<file path="config.mk">
export PLATFORM = sky130hd
export DESIGN_NAME = prg_div
export DESIGN_NICKNAME = d
export VERILOG_FILES = /design/src/hdl/pinhole_primary_ray_generator_defines.svh /design/src/hdl/prg_pkg.sv /design/src/hdl/prg_div.sv
export SDC_FILE = /design/constraint.sdc
export NUM_CORES = 2
export LEC_CHECK = 0
export ABC_CLOCK_PERIOD_IN_PS = 3600
export BUFFER_PORTS_ARGS = -buffer_cell sky130_fd_sc_hd__buf_2
export CORE_MARGIN = 5
export CORE_UTILIZATION = 30
export CTS_BUF_LIST = sky130_fd_sc_hd__clkbuf_8
export CTS_CLUSTER_DIAMETER = 120
export DETAILED_ROUTE_END_ITERATION = 10
export PLACE_DENSITY = 0.43
export SYNTH_ARGS = -nofsm -noshare
export SYNTH_HDL_FRONTEND = slang
export SYNTH_SLANG_ARGS = --single-unit
export TNS_END_PERCENT = 5
</file>
<file path="constraint.sdc">
create_clock -name aclk -period 3.6 [get_ports aclk]
set_input_delay 0.18 -clock aclk [delete_from_list [all_inputs] [get_ports aclk]]
set_output_delay 0.18 -clock aclk [all_outputs]
set_load 0.02 [all_outputs]
</file>
<file path="src/hdl/pinhole_primary_ray_generator_defines.svh">
// Assertion macros for the pinhole primary ray generator.
// Included by the top level; no other dependencies.
`ifndef PINHOLE_PRIMARY_RAY_GENERATOR_DEFINES_SVH
`define PINHOLE_PRIMARY_RAY_GENERATOR_DEFINES_SVH

// Same-cycle implication, checked out of reset.
`define PRG_ASSERT_NOW(lbl, clk, rst_n, ante, cons, msg) \
    lbl: assert property (@(posedge clk) disable iff (!(rst_n)) (ante) |-> (cons)) \
        else $error(msg);

// Next-cycle implication, checked out of reset.
`define PRG_ASSERT_NEXT(lbl, clk, rst_n, ante, cons, msg) \
    lbl: assert property (@(posedge clk) disable iff (!(rst_n)) (ante) |=> (cons)) \
        else $error(msg);

`endif

</file>
<file path="src/hdl/prg_pkg.sv">
// Shared types and constants of the pinhole primary ray generator.
// No dependencies.
package prg_pkg;

    localparam int PIXEL_FRAC_BITS = 4;
    localparam int DIR_FRAC_BITS   = 14;

    localparam int PIX_W   = 16;
    localparam int CFG_W   = 32;
    localparam int DIR_W   = 16;
    localparam int NUM_CFG = 8;
    localparam int ADDR_W  = $clog2(NUM_CFG);

    localparam int PROD_W  = PIX_W + CFG_W + 1;          // signed product
    localparam int DIFF_W  = PROD_W;                     // signed direction
    localparam int AMAG_W  = DIFF_W - 1;                 // raw magnitude
    localparam int POS_W   = $clog2(AMAG_W);
    localparam int MAG_W   = 30;                         // normalized magnitude
    localparam int SQ_W    = 2 * MAG_W;
    localparam int SUM_W   = SQ_W + 2;
    localparam int ROOT_W  = SUM_W / 2;
    localparam int REM_W   = ROOT_W + 2;
    localparam int QW      = DIR_FRAC_BITS + 1;
    localparam int NUM_W   = MAG_W + DIR_FRAC_BITS + 1;
    localparam int DREM_W  = ROOT_W + 1;

    typedef enum logic [ADDR_W-1:0] {
        REG_CAM_POS_X  = 3'd0,
        REG_CAM_POS_Y  = 3'd1,
        REG_CAM_POS_Z  = 3'd2,
        REG_CORNER_X   = 3'd3,
        REG_CORNER_Y   = 3'd4,
        REG_CORNER_Z   = 3'd5,
        REG_STEP_ACROSS = 3'd6,
        REG_STEP_DOWN  = 3'd7
    } reg_idx_t;

    typedef struct packed {
        logic [PIX_W-1:0] pixel_x;
        logic [PIX_W-1:0] pixel_y;
    } in_t;

    typedef struct packed {
        logic signed [CFG_W-1:0] origin_x;
        logic signed [CFG_W-1:0] origin_y;
        logic signed [CFG_W-1:0] origin_z;
        logic signed [DIR_W-1:0] dir_x;
        logic signed [DIR_W-1:0] dir_y;
        logic signed [DIR_W-1:0] dir_z;
        logic                    degenerate;
    } out_t;

    // camera setup seen by the front stages
    typedef struct packed {
        logic signed [CFG_W-1:0] cam_x;
        logic signed [CFG_W-1:0] cam_y;
        logic signed [CFG_W-1:0] cam_z;
        logic signed [CFG_W-1:0] corner_x;
        logic signed [CFG_W-1:0] corner_y;
        logic signed [CFG_W-1:0] corner_z;
        logic signed [CFG_W-1:0] step_across;
        logic signed [CFG_W-1:0] step_down;
    } cam_t;

    // normalized direction carried alongside the length computation
    typedef struct packed {
        logic [2:0][MAG_W-1:0] mag;
        logic [2:0]            neg;
        logic                  degen;
    } vec_t;

endpackage

</file>
<file path="src/hdl/prg_div.sv">
// One direction lane: rounded quotient mag * 2^DIR_FRAC_BITS / length,
// one quotient bit per stage, then sign and saturation. Depends on prg_pkg.
module prg_div (
    input  logic                            aclk,
    input  logic                            aresetn,
    input  logic                            en,
    input  logic                            in_valid,
    input  logic [prg_pkg::MAG_W-1:0]       in_mag,
    input  logic [prg_pkg::ROOT_W-1:0]      in_root,
    input  logic                            in_neg,
    input  logic                            in_degen,
    output logic                            out_valid,
    output logic signed [prg_pkg::DIR_W-1:0] out_dir,
    output logic                            out_degen
);
    import prg_pkg::*;

    localparam logic [CFG_W-1:0] POS_LIM = CFG_W'(32767);
    localparam logic [CFG_W-1:0] NEG_LIM = CFG_W'(32768);

    logic [NUM_W-1:0]  num_reg;
    logic [ROOT_W-1:0] r0_reg;
    logic              neg0_reg, degen0_reg, v0_reg;

    logic [DREM_W-1:0] rem_reg   [QW];
    logic [QW-1:0]     q_reg     [QW];
    logic [QW-1:0]     nlow_reg  [QW];
    logic [ROOT_W-1:0] r_reg     [QW];
    logic [QW-1:0]     neg_reg, degen_reg, v_reg;

    logic signed [DIR_W-1:0] dir_reg;
    logic                    degen_out_reg, v_out_reg;

    always_ff @(posedge aclk) begin
        if (!aresetn) begin
            v0_reg    <= 1'b0;
            v_out_reg <= 1'b0;
        end else if (en) begin
            v0_reg    <= in_valid;
            v_out_reg <= v_reg[QW-1];
        end
    end

    always_ff @(posedge aclk) begin
        if (en) begin
            num_reg    <= (NUM_W'(in_mag) << DIR_FRAC_BITS) + NUM_W'(in_root >> 1);
            r0_reg     <= in_root;
            neg0_reg   <= in_neg;
            degen0_reg <= in_degen;
        end
    end

    for (genvar j = 0; j < QW; j++) begin : g_step
        logic [DREM_W-1:0] rem_in, rem_next;
        logic [DREM_W:0]   t;
        logic [QW-1:0]     q_in, nlow_in;
        logic [ROOT_W-1:0] r_in;
        logic              neg_in, degen_in, v_in, qbit;

        if (j == 0) begin : g_first
            assign rem_in   = DREM_W'(num_reg >> QW);
            assign q_in     = '0;
            assign nlow_in  = num_reg[QW-1:0];
            assign r_in     = r0_reg;
            assign neg_in   = neg0_reg;
            assign degen_in = degen0_reg;
            assign v_in     = v0_reg;
        end else begin : g_rest
            assign rem_in   = rem_reg[j-1];
            assign q_in     = q_reg[j-1];
            assign nlow_in  = nlow_reg[j-1];
            assign r_in     = r_reg[j-1];
            assign neg_in   = neg_reg[j-1];
            assign degen_in = degen_reg[j-1];
            assign v_in     = v_reg[j-1];
        end

        always_comb begin
            t    = {rem_in, nlow_in[QW-1]};
            qbit = (t >= (DREM_W + 1)'(r_in));
            if (qbit) begin
                rem_next = DREM_W'(t - (DREM_W + 1)'(r_in));
            end else begin
                rem_next = DREM_W'(t);
            end
        end

        always_ff @(posedge aclk) begin
            if (!aresetn) begin
                v_reg[j] <= 1'b0;
            end else if (en) begin
                v_reg[j] <= v_in;
            end
        end

        always_ff @(posedge aclk) begin
            if (en) begin
                rem_reg[j]   <= rem_next;
                q_reg[j]     <= {q_in[QW-2:0], qbit};
                nlow_reg[j]  <= nlow_in << 1;
                r_reg[j]     <= r_in;
                neg_reg[j]   <= neg_in;
                degen_reg[j] <= degen_in;
            end
        end
    end

    logic [CFG_W-1:0]        qe;
    logic signed [DIR_W-1:0] dir_next;

    always_comb begin
        qe = CFG_W'(q_reg[QW-1]);
        if (qe > NEG_LIM) qe = NEG_LIM;
        if (degen_reg[QW-1]) begin
            dir_next = '0;
        end else if (neg_reg[QW-1]) begin
            dir_next = DIR_W'(-qe);
        end else if (qe > POS_LIM) begin
            dir_next = DIR_W'(POS_LIM);
        end else begin
            dir_next = DIR_W'(qe);
        end
    end

    always_ff @(posedge aclk) begin
        if (en) begin
            dir_reg       <= dir_next;
            degen_out_reg <= degen_reg[QW-1];
        end
    end

    assign out_valid = v_out_reg;
    assign out_dir   = dir_reg;
    assign out_degen = degen_out_reg;

endmodule

</file>
==> results.py <==
metrics = {
    "detailed_routing": {
        "drt_wl_total_mm": 178.8,
        "vias": 45660,
        "drt_first_iter_violations": 2651,
        "dr.pass1.iters": 5,
        "drtAntennaViolNets": 0,
        "viasPerCell": 4.747,
        "wl_per_cell_um": 18.58,
        "drc_errors": 0,
    },
    "clock_tree": {
        "cts_num_sinks": 1130,
        "clock_path_buffers": 3,
        "cts_tree": "done",
        "clk_latency_ns": 0.95,
        "cts_buffers": 209,
        "htree_levels": 4,
        "root_buffer": "clkbuf_8",
        "clkTransAtPathRegs_ns": 0.06,
    },
    "power_and_ir_drop": {
        "clockPowerShare_pct": 19.0,
        "switchingPower_mw": 25.25,
        "vdd_drop_max_mv": 0.4208,
        "p_sw_share_pct": 38.86,
        "seqPwrFrac_pct": 33.6,
        "p_leak_nw": 32.16,
        "p_comb_share_pct": 47.3,
        "p_per_area_nw_per_um2": 838.0,
        "power.internal_mw": 39.74,
    },
    "logic_synthesis": {
        "synthTopCellsByArea": "edfxtp_1, ha_1, a21oi_1, o21ai_0, inv_1",
        "syn_nets": 6446,
        "synth_most_common_cell": "edfxtp_1",
        "synth_edf_count": 1113,
        "synth_flop_cell": "edfxtp_1",
        "synthArstFlopShare_pct": 0,
        "syn-instance-count": 5882,
        "netlist-cell-type-count": 94,
        "ys_ff_latch": 1130,
        "syn_avg_cell_area_sq_um": 10.91,
        "yosysTopAreaCell": "edfxtp_1",
        "synth_top_area_share_pct": 52.07,
        "synth_warnings": 0,
        "ys_seq_area_share_pct": 52.60,
        "synthTopCellsByCount": "edfxtp_1, inv_1, nand2_1",
        "syn-cell-area_sq_um": 64190,
    },
    "worst_hold_path": {
        "hp-start": "in_mag[17]",
        "hold_path_class": "primary input to flip-flop",
        "worstHoldPathCells": 3,
        "worstHoldEndpoint": "num_reg[31]",
    },
    "sta": {
        "fin_tns_setup_ns": -1.220,
        "drv_slew": 0,
        "worst_slack_ns": -0.1026,
        "period_share_pct": 102.8,
        "hold_viol": 0,
        "fin_crit_ns": 3.703,
        "finClkSkew_ns": 0.05407,
        "rsz0062_at_grt": "true",
        "setup_viol": 29,
        "max_slew_margin_pct": 48.67,
        "fmax_mhz": 270.1,
        "tightest_slew_ns": 0.7619,
    },
    "critical_path": {
        "worstPathRequired_ns": 4.28,
        "crit_type": "flip-flop to flip-flop",
        "startpoint_type": "flip-flop",
        "rr_worst_depth": 17,
        "worstPathArrival_ns": 4.39,
        "crit_path_max_fanout": 8,
        "ff2ff_setup_slack_ns": -0.10,
        "rr_endpoint": "rem_reg[0][1]",
        "crit_path_end_kind": "flip-flop",
        "timing.rr.start": "num_reg[14]",
    },
    "placement": {
        "place.gp.congestion": 0.8500,
        "pre_cts_ws_ns": -0.2153,
        "port_buffers": 84,
        "dp_hpwl_mm": 137.4,
    },
    "die": {
        "row_count": 169,
        "die_x_um": 472.6,
        "fp.dieH_um": 472.6,
        "start_util_pct": 30.21,
        "dieArea_sq_um": 223300,
        "core_sq_um": 212500,
        "io_pins": 85,
    },
    "grt": {
        "grt-ovfl-total": 0,
        "grt_pass1_wl_mm": 272.6,
        "grt_max_degree": 103,
        "antenna_found_initial": 5,
        "first_global_vias": 46050,
        "grtUsageTotal_pct": 15.65,
    },
    "status": {
        "status": "finished with violations",
        "violations": "negative setup slack",
    },
    "layout": {
        "nNetsFinal": 7191,
        "area_growth_pct": 20.82,
        "num-fill-cells": 21170,
        "largest_reg_flops": 448,
        "layout-drive-gt1-share_pct": 15.98,
    },
    "run": {
        "maxCapViolations": 0,
    },
}
==> area by class of cell <==
cell class | count | area (sq um) | area share (%)
clock buffer | 209 | 2877 | 3.709
multi-input combinational | 4020 | 28300 | 36.49
inverter | 596 | 2240 | 2.888
timing repair buffer | 670 | 5587 | 7.203
clock inverter | 169 | 1251 | 1.613
sequential | 1130 | 33760 | 43.53
antenna | 5 | 12.51 | 0.01613
tap | 2821 | 3530 | 4.551
==> kinds of logic (layout without fill, tap and decap cells) <==
kind of cell | Yosys count | after routing | share of synthesized area [%]
AOI/OAI and AO/OA | 1581 | 1581 | 15.11
DFF | 1130 | 1130 | 52.60
adders and majority gates | 497 | 497 | 9.863
muxes | 113 | 113 | 1.976
xor gates and xnor gates | 417 | 417 | 5.690
and+or+nand+nor | 1412 | 1412 | 10.35
other | 0 | 5 | 0
buffers and inverters | 732 | 1644 | 4.415
==> critical path: stages (launching register included) <==
cell      delay (ns)
edfxtp_1        0.40
inv_1           0.08
ha_2            0.18
inv_2           0.04
fa_2            0.36
a21o_1          0.18
a21oi_2         0.15
nand2b_4        0.16
a21oi_4         0.06
o41ai_2         0.34
buf_4           0.18
buf_6           0.10
o21ai_4         0.06
o22a_1          0.23
nor3_2          0.24
o31ai_4         0.16
buf_12          0.20
mux2_4          0.32
==> power by group through the flow <==
stage               Combinational, mW  Clock (mW)  Sequential, mW
floorplan                        20.3           0            20.7
global placement                 29.8           0            22.3
detailed placement               29.8           0            22.2
CTS                              30.3        12.9            22.0
global route                     34.2        13.6            22.2
finish                           30.8        12.4            21.8
==> cells in the final DEF (no fill, tap or decap), types with 34 or more instances in the layout <==
cell           netlist  routed
and3_1              52      51
xor2_1             195     194
a21oi_1            486     450
inv_1              593     651
o21ai_0            459     429
clkinv_1             0      43
nand2_1            510     509
xnor2_1            222     222
mux2_2              68      67
o21a_1              41      39
nor2_1             328     311
o21ai_1             16      35
nor2b_1             98      95
buf_4                5     424
o21bai_1            62      62
buf_2               28      83
edfxtp_1          1113    1113
a21o_1             226     226
nand3_1             94      91
clkinv_2             0      35
ha_1               482     477
nor3_1              59      56
a31oi_1             54      49
nand2b_1            70      69
a21oi_2              0      34
nand4_1             74      74
clkbuf_8             0     209
dlygate4sd3_1        0     119
==> per-stage QoR <==
step | utilization, % | hold slack, ns | total power, mW | instance area (sq um) | std cells
3_3_place_gp | 33.60 | 0.3569 | 52.09 | 71390 | 9104
5_1_grt | 36.49 | 0.05717 | 69.93 | 77550 | 9619
6_report | 36.50 | 0.1361 | 64.99 | 77560 | 9620
4_1_cts | 36.16 | 0.005824 | 65.22 | 76850 | 9601
3_5_place_dp | 33.60 | 0.3581 | 52.06 | 71390 | 9104
2_1_floorplan | - | 0.2789 | 41.06 | 64190 | 5882
==> repair_timing <==
item,4_1_cts,5_1_grt
cloned,0,1
hold buffers,119,0
endpoints found under the hold margin,259,0
buffers inserted,0,13
endpoints found under the setup margin,130,363
resized for setup,37,164
pin swaps,6,45
==> layer usage <==
metal	global-route usage, %	vias up	part of all wire [%]
li1	-	22910	-
met1	19.99	21790	44
met2	27.85	746	50
met3	2.275	224	3.5
met4	3.801	0	2.0
met5	0	-	0
==> worst max path at each step <==
stage / startpoint / slack, ns / to
after CTS: r_reg[0][224] / -0.09 / rem_reg[1][30]
after global placement: r_reg[1][36] / -0.20 / rem_reg[1][92]
after detailed placement: r_reg[1][36] / -0.22 / rem_reg[1][92]
after floorplan: num_reg[14] / 0.26 / rem_reg[0][29]
final: num_reg[14] / -0.10 / rem_reg[0][1]
after global routing: num_reg[14] / -0.27 / rem_reg[0][1]
(Power assumes the default switching activity.)
